$ cat config.mk
export PLATFORM = sky130hd
export DESIGN_NAME = kalman_angle_bias_filter_core
export DESIGN_NICKNAME = d
export VERILOG_FILES = /design/src/rtl/kabf_pkg.sv /design/src/rtl/kalman_angle_bias_filter_core.sv
export SDC_FILE = /design/constraint.sdc
export NUM_CORES = 2
export LEC_CHECK = 0
export ABC_AREA = 0
export BUFFER_PORTS_ARGS = -buffer_cell sky130_fd_sc_hd__buf_4
export CAP_MARGIN = 20
export CORE_ASPECT_RATIO = 1.25
export CORE_MARGIN = 3
export CORE_UTILIZATION = 65
export CTS_CLUSTER_SIZE = 25
export DETAILED_ROUTE_END_ITERATION = 10
export PLACE_DENSITY = 0.92
export SLEW_MARGIN = 20
export SYNTH_ARGS = -nofsm -noshare
export SYNTH_HDL_FRONTEND = slang
export SYNTH_SLANG_ARGS = --single-unit
$ cat constraint.sdc
create_clock -name clk -period 22 [get_ports clk]
set_clock_uncertainty 0.05 [all_clocks]
set_input_delay 1.1 -clock clk [delete_from_list [all_inputs] [get_ports clk]]
set_output_delay 1.1 -clock clk [all_outputs]
set_load 0.01 [all_outputs]
$ cat src/rtl/kabf_pkg.sv
// Package for the two-state angle/bias Kalman filter core.
// Holds stream and configuration port widths, register indexes and reset values.
// No dependencies.
`default_nettype none

package kabf_pkg;

    // stream payload widths
    localparam int GYRO_W      = 32;
    localparam int ACCEL_W     = 32;
    localparam int STEP_W      = 21;
    localparam int IN_TDATA_W  = 88;   // 85 bits of fields padded to whole bytes
    localparam int OUT_FIELD_W = 32;
    localparam int OUT_TDATA_W = 64;

    // configuration port
    localparam int CFG_ADDR_W = 2;
    localparam int CFG_DATA_W = 28;
    localparam int QA_W       = 25;
    localparam int QB_W       = 25;
    localparam int RN_W       = 28;

    typedef logic [CFG_ADDR_W-1:0] cfg_addr_t;

    localparam cfg_addr_t CFG_ANGLE_NOISE = 2'd0;
    localparam cfg_addr_t CFG_BIAS_NOISE  = 2'd1;
    localparam cfg_addr_t CFG_MEAS_NOISE  = 2'd2;

    localparam logic [QA_W-1:0] QA_RESET = 25'd16777;
    localparam logic [QB_W-1:0] QB_RESET = 25'd50332;
    localparam logic [RN_W-1:0] RN_RESET = 28'd503316;

endpackage

`default_nettype wire

$ cat src/rtl/kalman_angle_bias_filter_core.sv
// Single-axis Kalman filter core: tilt angle plus gyro bias, 2x2 covariance.
// NCH = ceil(VALUE_WIDTH/16) 16-bit multiplier slices; the correction is skipped when S is not positive.
// One item in flight at a time: the shared 16-bit-slice multiplier and the
// one-bit-per-cycle divider serve every item, and a stalled sink holds the next one.
// Reset (rst_n low, asynchronous): angle and bias zero, diagonal covariance 1.0,
// noise registers at their documented defaults, output channel empty.
`default_nettype none

module kalman_angle_bias_filter_core #(
    parameter int FRAC_BITS   = 24,
    parameter int VALUE_WIDTH = 32
) (
    input  wire logic                            clk,
    input  wire logic                            rst_n,
    // configuration write port
    input  wire logic                            cfg_we,
    input  wire kabf_pkg::cfg_addr_t             cfg_addr,
    input  wire logic [kabf_pkg::CFG_DATA_W-1:0] cfg_wdata,
    // input stream
    input  wire logic                            s_tvalid,
    output logic                                 s_tready,
    // tdata: gyro_in[31:0], accel_angle_in[63:32], step_time[84:64], zero pad
    input  wire logic [kabf_pkg::IN_TDATA_W-1:0] s_tdata,
    // output stream
    output logic                                 m_tvalid,
    input  wire logic                            m_tready,
    // tdata: angle_out[31:0], rate_out[63:32]
    output logic [kabf_pkg::OUT_TDATA_W-1:0]     m_tdata,
    // tuser: fault[0]
    output logic                                 m_tuser
);

    import kabf_pkg::*;

    localparam int W     = VALUE_WIDTH;
    localparam int XW    = ((W > 32) ? W : 32) + 4;      // headroom for sums
    localparam int NCH   = (W + 15) / 16;                // 16-bit multiplier slices
    localparam int MBW   = NCH * 16;
    localparam int AW    = W + MBW;                      // product accumulator
    localparam int DN    = W + FRAC_BITS;                // dividend bits / divide steps
    localparam int SMW   = W + MBW + FRAC_BITS;          // common magnitude width
    localparam int CNTW  = $clog2(DN + 1);

    localparam logic signed [XW-1:0] XMAX = {{(XW-W+1){1'b0}}, {(W-1){1'b1}}};
    localparam logic signed [XW-1:0] XMIN = ~XMAX;
    localparam logic [SMW-1:0]       LIM  = {{(SMW-W){1'b0}}, 1'b1, {(W-1){1'b0}}};

    // ------------------------------------------------------------------
    // arithmetic helpers
    // ------------------------------------------------------------------
    function automatic logic signed [XW-1:0] sx(input logic signed [W-1:0] a);
        return {{(XW-W){a[W-1]}}, a};
    endfunction

    function automatic logic signed [W-1:0] sat_w(input logic signed [XW-1:0] x);
        logic signed [W-1:0] r;
        if (x > XMAX)
            r = XMAX[W-1:0];
        else if (x < XMIN)
            r = XMIN[W-1:0];
        else
            r = x[W-1:0];
        return r;
    endfunction

    function automatic logic [W-1:0] mag(input logic signed [W-1:0] x);
        logic [W-1:0] u;
        u = x;
        return x[W-1] ? (~u + 1'b1) : u;
    endfunction

    // signed result from sign and magnitude, clamped to the value range
    function automatic logic signed [W-1:0] mag_sat(input logic neg, input logic [SMW-1:0] m);
        logic signed [W-1:0] r;
        if (neg)
            r = (m >= LIM) ? XMIN[W-1:0] : (~m[W-1:0] + 1'b1);
        else
            r = (m >= LIM) ? XMAX[W-1:0] : m[W-1:0];
        return r;
    endfunction

    localparam logic signed [XW-1:0] ONE_X = XW'(1) << FRAC_BITS;
    localparam logic signed [W-1:0]  ONE_W = sat_w(ONE_X);

    // ------------------------------------------------------------------
    // sequencer types
    // ------------------------------------------------------------------
    typedef enum logic [3:0] {
        ST_IDLE, ST_RATE, ST_LOAD, ST_MUL, ST_MRES, ST_UPD,
        ST_CORR, ST_CHK, ST_DIV, ST_DFIN, ST_FIN
    } state_t;

    typedef enum logic [3:0] {
        M_DT_RATE, M_DT_PBB, M_DT_SUM, M_QB_DT,
        M_K0_IN, M_K1_IN, M_K0_P00, M_K0_P01, M_K1_P00, M_K1_P01
    } mop_t;

    // ------------------------------------------------------------------
    // registers
    // ------------------------------------------------------------------
    state_t state_reg, state_next;
    mop_t   mop_reg, mop_next;
    logic [CNTW-1:0] cnt_reg, cnt_next;

    // filter state
    logic signed [W-1:0] ang_reg, ang_next, bias_reg, bias_next;
    logic signed [W-1:0] paa_reg, paa_next, pab_reg, pab_next;
    logic signed [W-1:0] pba_reg, pba_next, pbb_reg, pbb_next;

    // noise registers
    logic [QA_W-1:0] qa_reg, qa_next;
    logic [QB_W-1:0] qb_reg, qb_next;
    logic [RN_W-1:0] rn_reg, rn_next;

    // output channel
    logic                   out_valid_reg, out_valid_next;
    logic [OUT_FIELD_W-1:0] out_angle_reg, out_angle_next;
    logic [OUT_FIELD_W-1:0] out_rate_reg, out_rate_next;
    logic                   out_fault_reg, out_fault_next;

    // working values of one item
    logic signed [W-1:0] gyro_reg, gyro_next, meas_reg, meas_next, dt_reg, dt_next;
    logic signed [W-1:0] rate_reg, rate_next, dp11_reg, dp11_next;
    logic signed [W-1:0] innov_reg, innov_next, s_reg, s_next;
    logic signed [W-1:0] k0_reg, k0_next, k1_reg, k1_next;
    logic signed [W-1:0] p00_reg, p00_next, p01_reg, p01_next;
    logic signed [W-1:0] prod_reg, prod_next;
    logic                fault_reg, fault_next;

    // shared multiplier
    logic [W-1:0]   ma_reg, ma_next;
    logic [MBW-1:0] mb_reg, mb_next;
    logic           neg_reg, neg_next;
    logic [AW-1:0]  acc_reg, acc_next;

    // two-lane divider sharing the divisor S
    logic [DN-1:0] dn0_reg, dn0_next, dn1_reg, dn1_next;
    logic [DN-1:0] q0_reg, q0_next, q1_reg, q1_next;
    logic [W-1:0]  rem0_reg, rem0_next, rem1_reg, rem1_next;
    logic [W-1:0]  d_reg, d_next;
    logic          dneg0_reg, dneg0_next, dneg1_reg, dneg1_next;

    // combinational helpers
    logic signed [W-1:0]  op_a, op_b, qa_w, qb_w, rn_w;
    logic signed [XW-1:0] ang_ext, rate_ext;
    logic [W+15:0]        pp;
    logic [W:0]           r20, r21;

    assign qa_w = sat_w(XW'(qa_reg));
    assign qb_w = sat_w(XW'(qb_reg));
    assign rn_w = sat_w(XW'(rn_reg));

    assign ang_ext  = sx(ang_reg);
    assign rate_ext = sx(rate_reg);

    assign pp  = ma_reg * mb_reg[MBW-1 -: 16];
    assign r20 = {rem0_reg, dn0_reg[DN-1]};
    assign r21 = {rem1_reg, dn1_reg[DN-1]};

    // operand select for the shared multiplier
    always_comb
    begin
        op_a = dt_reg;
        op_b = rate_reg;
        case (mop_reg)
            M_DT_RATE: begin op_a = dt_reg; op_b = rate_reg; end
            M_DT_PBB:  begin op_a = dt_reg; op_b = pbb_reg;  end
            M_DT_SUM:
            begin
                op_a = dt_reg;
                op_b = sat_w(sx(dp11_reg) - sx(pab_reg) - sx(pba_reg) + sx(qa_w));
            end
            M_QB_DT:   begin op_a = qb_w;   op_b = dt_reg;   end
            M_K0_IN:   begin op_a = k0_reg; op_b = innov_reg; end
            M_K1_IN:   begin op_a = k1_reg; op_b = innov_reg; end
            M_K0_P00:  begin op_a = k0_reg; op_b = p00_reg;  end
            M_K0_P01:  begin op_a = k0_reg; op_b = p01_reg;  end
            M_K1_P00:  begin op_a = k1_reg; op_b = p00_reg;  end
            M_K1_P01:  begin op_a = k1_reg; op_b = p01_reg;  end
            default:   begin op_a = dt_reg; op_b = rate_reg; end
        endcase
    end

    // ------------------------------------------------------------------
    // next-state logic
    // ------------------------------------------------------------------
    always_comb
    begin
        state_next = state_reg;
        mop_next   = mop_reg;
        cnt_next   = cnt_reg;
        ang_next   = ang_reg;
        bias_next  = bias_reg;
        paa_next   = paa_reg;
        pab_next   = pab_reg;
        pba_next   = pba_reg;
        pbb_next   = pbb_reg;
        qa_next    = qa_reg;
        qb_next    = qb_reg;
        rn_next    = rn_reg;
        out_valid_next = out_valid_reg;
        out_angle_next = out_angle_reg;
        out_rate_next  = out_rate_reg;
        out_fault_next = out_fault_reg;
        gyro_next  = gyro_reg;
        meas_next  = meas_reg;
        dt_next    = dt_reg;
        rate_next  = rate_reg;
        dp11_next  = dp11_reg;
        innov_next = innov_reg;
        s_next     = s_reg;
        k0_next    = k0_reg;
        k1_next    = k1_reg;
        p00_next   = p00_reg;
        p01_next   = p01_reg;
        prod_next  = prod_reg;
        fault_next = fault_reg;
        ma_next    = ma_reg;
        mb_next    = mb_reg;
        neg_next   = neg_reg;
        acc_next   = acc_reg;
        dn0_next   = dn0_reg;
        dn1_next   = dn1_reg;
        q0_next    = q0_reg;
        q1_next    = q1_reg;
        rem0_next  = rem0_reg;
        rem1_next  = rem1_reg;
        d_next     = d_reg;
        dneg0_next = dneg0_reg;
        dneg1_next = dneg1_reg;

        // drop the held result once the sink takes it
        if (out_valid_reg && m_tready)
            out_valid_next = 1'b0;

        if (cfg_we)
        begin
            case (cfg_addr)
                CFG_ANGLE_NOISE: qa_next = cfg_wdata[QA_W-1:0];
                CFG_BIAS_NOISE:  qb_next = cfg_wdata[QB_W-1:0];
                CFG_MEAS_NOISE:  rn_next = cfg_wdata[RN_W-1:0];
                default: ;
            endcase
        end

        case (state_reg)
            ST_IDLE:
            begin
                if (s_tvalid)
                begin
                    gyro_next  = sat_w({{(XW-GYRO_W){s_tdata[GYRO_W-1]}},
                                        s_tdata[GYRO_W-1:0]});
                    meas_next  = sat_w({{(XW-ACCEL_W){s_tdata[GYRO_W+ACCEL_W-1]}},
                                        s_tdata[GYRO_W+ACCEL_W-1:GYRO_W]});
                    dt_next    = sat_w(XW'(s_tdata[GYRO_W+ACCEL_W+STEP_W-1:GYRO_W+ACCEL_W]));
                    fault_next = 1'b0;
                    state_next = ST_RATE;
                end
            end

            ST_RATE:
            begin
                rate_next  = sat_w(sx(gyro_reg) - sx(bias_reg));
                mop_next   = M_DT_RATE;
                state_next = ST_LOAD;
            end

            ST_LOAD:
            begin
                ma_next    = mag(op_a);
                mb_next    = MBW'(mag(op_b));
                neg_next   = op_a[W-1] ^ op_b[W-1];
                acc_next   = '0;
                cnt_next   = CNTW'(NCH - 1);
                state_next = ST_MUL;
            end

            // one 16-bit slice of the multiplier operand per cycle, top slice first
            ST_MUL:
            begin
                acc_next = (acc_reg << 16) + AW'(pp);
                mb_next  = mb_reg << 16;
                if (cnt_reg == '0)
                    state_next = ST_MRES;
                else
                    cnt_next = cnt_reg - 1'b1;
            end

            ST_MRES:
            begin
                prod_next  = mag_sat(neg_reg, SMW'(acc_reg >> FRAC_BITS));
                state_next = ST_UPD;
            end

            ST_UPD:
            begin
                state_next = ST_LOAD;
                case (mop_reg)
                    M_DT_RATE:
                    begin
                        ang_next = sat_w(sx(ang_reg) + sx(prod_reg));
                        mop_next = M_DT_PBB;
                    end
                    M_DT_PBB:
                    begin
                        dp11_next = prod_reg;
                        mop_next  = M_DT_SUM;
                    end
                    M_DT_SUM:
                    begin
                        paa_next = sat_w(sx(paa_reg) + sx(prod_reg));
                        pab_next = sat_w(sx(pab_reg) - sx(dp11_reg));
                        pba_next = sat_w(sx(pba_reg) - sx(dp11_reg));
                        mop_next = M_QB_DT;
                    end
                    M_QB_DT:
                    begin
                        pbb_next   = sat_w(sx(pbb_reg) + sx(prod_reg));
                        state_next = ST_CORR;
                    end
                    M_K0_IN:
                    begin
                        ang_next = sat_w(sx(ang_reg) + sx(prod_reg));
                        mop_next = M_K1_IN;
                    end
                    M_K1_IN:
                    begin
                        bias_next = sat_w(sx(bias_reg) + sx(prod_reg));
                        mop_next  = M_K0_P00;
                    end
                    M_K0_P00:
                    begin
                        paa_next = sat_w(sx(paa_reg) - sx(prod_reg));
                        mop_next = M_K0_P01;
                    end
                    M_K0_P01:
                    begin
                        pab_next = sat_w(sx(pab_reg) - sx(prod_reg));
                        mop_next = M_K1_P00;
                    end
                    M_K1_P00:
                    begin
                        pba_next = sat_w(sx(pba_reg) - sx(prod_reg));
                        mop_next = M_K1_P01;
                    end
                    M_K1_P01:
                    begin
                        pbb_next   = sat_w(sx(pbb_reg) - sx(prod_reg));
                        state_next = ST_FIN;
                    end
                    default: state_next = ST_FIN;
                endcase
            end

            ST_CORR:
            begin
                innov_next = sat_w(sx(meas_reg) - sx(ang_reg));
                s_next     = sat_w(sx(paa_reg) + sx(rn_w));
                state_next = ST_CHK;
            end

            // skip the correction when S is not positive
            ST_CHK:
            begin
                if (s_reg[W-1] || (s_reg == '0))
                begin
                    fault_next = 1'b1;
                    state_next = ST_FIN;
                end
                else
                begin
                    p00_next   = paa_reg;
                    p01_next   = pab_reg;
                    dn0_next   = DN'(mag(paa_reg)) << FRAC_BITS;
                    dn1_next   = DN'(mag(pba_reg)) << FRAC_BITS;
                    dneg0_next = paa_reg[W-1];
                    dneg1_next = pba_reg[W-1];
                    rem0_next  = '0;
                    rem1_next  = '0;
                    q0_next    = '0;
                    q1_next    = '0;
                    d_next     = s_reg;
                    cnt_next   = CNTW'(DN - 1);
                    state_next = ST_DIV;
                end
            end

            // restoring division, one quotient bit per lane per cycle
            ST_DIV:
            begin
                dn0_next = dn0_reg << 1;
                dn1_next = dn1_reg << 1;
                if (r20 >= {1'b0, d_reg})
                begin
                    rem0_next = W'(r20 - {1'b0, d_reg});
                    q0_next   = {q0_reg[DN-2:0], 1'b1};
                end
                else
                begin
                    rem0_next = r20[W-1:0];
                    q0_next   = {q0_reg[DN-2:0], 1'b0};
                end
                if (r21 >= {1'b0, d_reg})
                begin
                    rem1_next = W'(r21 - {1'b0, d_reg});
                    q1_next   = {q1_reg[DN-2:0], 1'b1};
                end
                else
                begin
                    rem1_next = r21[W-1:0];
                    q1_next   = {q1_reg[DN-2:0], 1'b0};
                end
                if (cnt_reg == '0)
                    state_next = ST_DFIN;
                else
                    cnt_next = cnt_reg - 1'b1;
            end

            ST_DFIN:
            begin
                k0_next    = mag_sat(dneg0_reg, SMW'(q0_reg));
                k1_next    = mag_sat(dneg1_reg, SMW'(q1_reg));
                mop_next   = M_K0_IN;
                state_next = ST_LOAD;
            end

            // hold until the output register is free
            ST_FIN:
            begin
                if (!out_valid_reg || m_tready)
                begin
                    out_valid_next = 1'b1;
                    out_angle_next = ang_ext[OUT_FIELD_W-1:0];
                    out_rate_next  = rate_ext[OUT_FIELD_W-1:0];
                    out_fault_next = fault_reg;
                    state_next     = ST_IDLE;
                end
            end

            default: state_next = ST_IDLE;
        endcase
    end

    // ------------------------------------------------------------------
    // control, filter state, configuration and output registers
    // ------------------------------------------------------------------
    always_ff @(posedge clk or negedge rst_n)
    begin
        if (!rst_n)
        begin
            state_reg     <= ST_IDLE;
            mop_reg       <= M_DT_RATE;
            cnt_reg       <= '0;
            ang_reg       <= '0;
            bias_reg      <= '0;
            paa_reg       <= ONE_W;
            pab_reg       <= '0;
            pba_reg       <= '0;
            pbb_reg       <= ONE_W;
            qa_reg        <= QA_RESET;
            qb_reg        <= QB_RESET;
            rn_reg        <= RN_RESET;
            out_valid_reg <= 1'b0;
            out_angle_reg <= '0;
            out_rate_reg  <= '0;
            out_fault_reg <= 1'b0;
        end
        else
        begin
            state_reg     <= state_next;
            mop_reg       <= mop_next;
            cnt_reg       <= cnt_next;
            ang_reg       <= ang_next;
            bias_reg      <= bias_next;
            paa_reg       <= paa_next;
            pab_reg       <= pab_next;
            pba_reg       <= pba_next;
            pbb_reg       <= pbb_next;
            qa_reg        <= qa_next;
            qb_reg        <= qb_next;
            rn_reg        <= rn_next;
            out_valid_reg <= out_valid_next;
            out_angle_reg <= out_angle_next;
            out_rate_reg  <= out_rate_next;
            out_fault_reg <= out_fault_next;
        end
    end

    // ------------------------------------------------------------------
    // datapath registers, no reset
    // ------------------------------------------------------------------
    always_ff @(posedge clk)
    begin
        gyro_reg  <= gyro_next;
        meas_reg  <= meas_next;
        dt_reg    <= dt_next;
        rate_reg  <= rate_next;
        dp11_reg  <= dp11_next;
        innov_reg <= innov_next;
        s_reg     <= s_next;
        k0_reg    <= k0_next;
        k1_reg    <= k1_next;
        p00_reg   <= p00_next;
        p01_reg   <= p01_next;
        prod_reg  <= prod_next;
        fault_reg <= fault_next;
        ma_reg    <= ma_next;
        mb_reg    <= mb_next;
        neg_reg   <= neg_next;
        acc_reg   <= acc_next;
        dn0_reg   <= dn0_next;
        dn1_reg   <= dn1_next;
        q0_reg    <= q0_next;
        q1_reg    <= q1_next;
        rem0_reg  <= rem0_next;
        rem1_reg  <= rem1_next;
        d_reg     <= d_next;
        dneg0_reg <= dneg0_next;
        dneg1_reg <= dneg1_next;
    end

    assign s_tready = (state_reg == ST_IDLE);
    assign m_tvalid = out_valid_reg;
    assign m_tdata  = {out_rate_reg, out_angle_reg};
    assign m_tuser  = out_fault_reg;

endmodule

`default_nettype wire

==> results list <==
- Status: complete, no violations
- STA classifies the critical path endpoint as a register.
* Worst Path Max Fanout: 16
- Largest stage delay on the critical path: 850 ps
- For this run, the leading register cell type out of synthesis is sky130_fd_sc_hd__edfxtp_1.
* Number of buffers created by CTS: 117
- STA classifies the critical path startpoint as a register.
- After clock tree synthesis, the flow added hold-fix buffers numbering 0.
- During placement, the flow inserted port buffers numbering 186.
* Min Hold Slack: 278 ps
* RSZ-0062 raised after global routing: no
- Total wirelength of the detailed-routed design: 317000 um
* Number of flip-flops in the largest register: 64
- The average instance in the mapped netlist occupies 9.34 um2.
- CTS tree: done
* Final cell utilization of the core: 70.7%
- After clock tree synthesis, the clock-pin slew on the worst setup and hold paths is 70 ps.
- In this design, the critical path's most frequently occurring cell is sky130_fd_sc_hd__fa_1.
- H-tree levels: 3
- Grouping stages by cell kind, the critical path spends the most delay in adder cells.
- Post-layout min period: 8810 ps
* Via/cell ratio: 6.67
- Die X-Extent: 344 um
- The clock reaches the later pin of the worst-skew pair after 830 ps.
- Half-perimeter wire length of the detailed placement result: 234000 um
- Number of antenna violations at the first check in global routing: 40
- The tool flagged a number of max-cap violations equal to 0.
- The total count of max-transition violations in the final report is 0.
* Smallest setup slack after layout: 13190 ps
- Cell depth of the worst flop-to-flop path: 28
- Async SR Flop Fraction: 31.1%
- Syn Std Cell Area: 92600 um2
- Synthesis inferred 1126 register bits.
- Maximum number of pins on one net before global-route repair: 151
* FP Rows: 154
- For this configuration, the core starts out at a cell density of 65.5%.
- The first global-routing pass estimated 470000 um of wire.
- Worst path buffer plus inverter count: 5
* GRT Residual Overflow: 0
- Fin Setup TNS: 0 ps
- In this run the post-CTS setup repair buffer count came out at 0.
- Of the available clock period, the critical path in the final layout requires 40.1%.
* Number of enable flip-flop cells after synthesis: 776
- In the final layout, the share of cells above drive strength 1 is 7.69%.
* Kind of critical path: register to register
* Iteration count of the initial detailed-routing pass: 9
* Root buffer cell: sky130_fd_sc_hd__clkbuf_16
* Worst reg2reg endpoint: acc_reg[58]
* GR Util All Layers: 42.6%
- The detailed router finished its first iteration with 9460 violations.
- Tracing the worst setup path back leads to its startpoint at ma_reg[7].
* Worst reg2reg setup slack: 13190 ps
- Least-Margin Pin Slew: 1140 ps
- After detailed routing, the average wire length per cell comes to 26.6 um.
- Achievable frequency: 113 MHz
- CTS resizes: 0
- The number of nets handed over by synthesis was 11200.
* Total via count in the routed design: 79400
* Sequential element share of the synthesized area: 34.7%
- After the last flow step, the layout net total stands at 11200.
- Data on the critical path arrives at its endpoint at 9280 ps.
* Gpl congestion: 1.09
* Clock buffer depth: 3
- The filler cells instantiated in the layout total 10100.
* Source of the worst register-to-register timing path: ma_reg[7]
- In this run, distinct cell masters in the synthesized netlist total 106.
- Timing analysis after detailed placement gives a worst setup slack of 13390 ps.
- Worst hold path class: input pin to asynchronous set/reset pin
- Final setup violation count: 0
- Cell with the biggest individual delay on the critical path: sky130_fd_sc_hd__edfxtp_1
- Measured along the y axis, the die boundary spans 428 um.
- Warning count from the yosys run: 0
- The number of global-route vias before repair came to 78600.
- # IOs: 190
* Detailed-route DRC error count: 0
* Clock Sinks: 1126
* Endpoints failing hold: 0
- Compared with the post-synthesis result, the final layout area differs by 7.93%.
- Placeable core area: 141000 um2
- Data required time at the worst endpoint: 22470 ps
- Antenna-violating nets left: 0
- The die covers 147000 um2.
- Syn Inst Count: 9910
* Relative slew slack: 23.1%
how the worst max path moves through the flow:
stage / endpoint / cells after the start
3_5_place_dp: acc_reg[60] / 28
5_1_grt: acc_reg[62] / 28
3_3_place_gp: acc_reg[60] / 28
4_1_cts: acc_reg[60] / 28
6_report: acc_reg[58] / 28
2_1_floorplan: dn0_reg[24] / 3
cell usage after synthesis (41+ instances only):
master                     count  area share, %
sky130_fd_sc_hd__nand2_1    1098            4.5
sky130_fd_sc_hd__inv_1       962            3.9
sky130_fd_sc_hd__a21oi_1     782            4.2
sky130_fd_sc_hd__edfxtp_1    776             25
sky130_fd_sc_hd__nor2_1      706            2.9
sky130_fd_sc_hd__ha_1        664            9.0
sky130_fd_sc_hd__o21ai_0     575            3.1
sky130_fd_sc_hd__fa_1        522             11
sky130_fd_sc_hd__clkbuf_1    453            1.8
sky130_fd_sc_hd__xnor2_1     332            3.1
sky130_fd_sc_hd__dfrtp_1     326            8.8
sky130_fd_sc_hd__xor2_1      269            2.5
sky130_fd_sc_hd__a21o_1      218            1.8
sky130_fd_sc_hd__and2_1      189            1.3
sky130_fd_sc_hd__and3_1      152            1.0
sky130_fd_sc_hd__nor3_1      151           0.82
sky130_fd_sc_hd__nand3_1     113           0.61
sky130_fd_sc_hd__o31ai_1     106           0.86
sky130_fd_sc_hd__nand2b_1    101           0.68
sky130_fd_sc_hd__mux2_2       91            1.1
sky130_fd_sc_hd__o21a_1       90           0.73
sky130_fd_sc_hd__o21bai_1     86           0.70
sky130_fd_sc_hd__nor2b_1      77           0.52
sky130_fd_sc_hd__or3_1        77           0.52
sky130_fd_sc_hd__a31oi_1      67           0.45
sky130_fd_sc_hd__nand4_1      61           0.41
sky130_fd_sc_hd__a221oi_1     60           0.57
sky130_fd_sc_hd__nor4_1       58           0.39
sky130_fd_sc_hd__a211oi_1     43           0.35
sky130_fd_sc_hd__a22oi_1      41           0.33
cell type report:
| cell class | count | area (um2) | share of cell area, % |
|---|---|---|---|
| Antenna cell | 40 | 100 | 0.100 |
| Clock buffer | 144 | 3190 | 3.19 |
| Clock inverter | 78 | 808 | 0.809 |
| Inverter | 963 | 3620 | 3.62 |
| Multi-Input combinational cell | 7338 | 55200 | 55.3 |
| Sequential cell | 1126 | 32100 | 32.1 |
| Tap cell | 1872 | 2340 | 2.34 |
| Timing Repair Buffer | 329 | 2530 | 2.53 |
worst register-to-register path, delay by kind of cell (launching register included):
family	cells	cell delay, ps
fa+ha+maj	7	3500
compound gates	11	2830
simple gates	4	880
flops	1	850
buf+inv	5	300
xor+xnor	1	160
through the flow:
| stage | std cells | instance area [um2] |
|---|---|---|
| final | 11900 | 99900 |
| after global routing | 11900 | 99800 |
| after CTS | 11800 | 99700 |
| after detailed placement | 11600 | 95700 |
| after global placement | 11600 | 95700 |
| after floorplan | 9910 | 92600 |
cell families after synthesis:
logic type,after synthesis,share of synthesized area (%)
simple gates,2933,14.8
compound gates,2456,16.8
buf+inv,1446,5.89
fa+ha+maj,1223,20.7
flops,1126,34.7
xor+xnor,602,5.70
mux,124,1.46
placed cells by master, fill, tap and decap left out, types with 43 or more instances in the layout:
master / count
sky130_fd_sc_hd__o21ai_0: 568
sky130_fd_sc_hd__a221oi_1: 60
sky130_fd_sc_hd__a21o_1: 218
sky130_fd_sc_hd__nand2_1: 1096
sky130_fd_sc_hd__or3_1: 76
sky130_fd_sc_hd__dfrtp_1: 325
sky130_fd_sc_hd__nor3_1: 148
sky130_fd_sc_hd__fa_1: 522
sky130_fd_sc_hd__o21bai_1: 86
sky130_fd_sc_hd__nand3_1: 112
sky130_fd_sc_hd__nor2_1: 700
sky130_fd_sc_hd__a211oi_1: 43
sky130_fd_sc_hd__o21a_1: 90
sky130_fd_sc_hd__ha_1: 664
sky130_fd_sc_hd__xor2_1: 269
sky130_fd_sc_hd__a31oi_1: 66
sky130_fd_sc_hd__and3_1: 151
sky130_fd_sc_hd__buf_4: 324
sky130_fd_sc_hd__inv_1: 961
sky130_fd_sc_hd__edfxtp_1: 776
sky130_fd_sc_hd__nor2b_1: 73
sky130_fd_sc_hd__o31ai_1: 106
sky130_fd_sc_hd__nor4_1: 58
sky130_fd_sc_hd__clkbuf_16: 118
sky130_fd_sc_hd__a21oi_1: 779
sky130_fd_sc_hd__nand4_1: 61
sky130_fd_sc_hd__mux2_2: 91
sky130_fd_sc_hd__and2_1: 187
sky130_fd_sc_hd__xnor2_1: 331
sky130_fd_sc_hd__nand2b_1: 98
layer usage:
| metal | vias to the layer above | global-route usage [%] | routed length [um] |
|---|---|---|---|
| met5 | - | 0 | 80 |
| met4 | 12 | 35.5 | 31100 |
| met3 | 1398 | 10.1 | 35300 |
| met2 | 5259 | 65.6 | 143000 |
| met1 | 38200 | 50.7 | 107000 |
| li1 | 34500 | - | - |
Power is not shown: default switching activity piles up to over one toggle a cycle in this logic, so the estimate is an artifact.
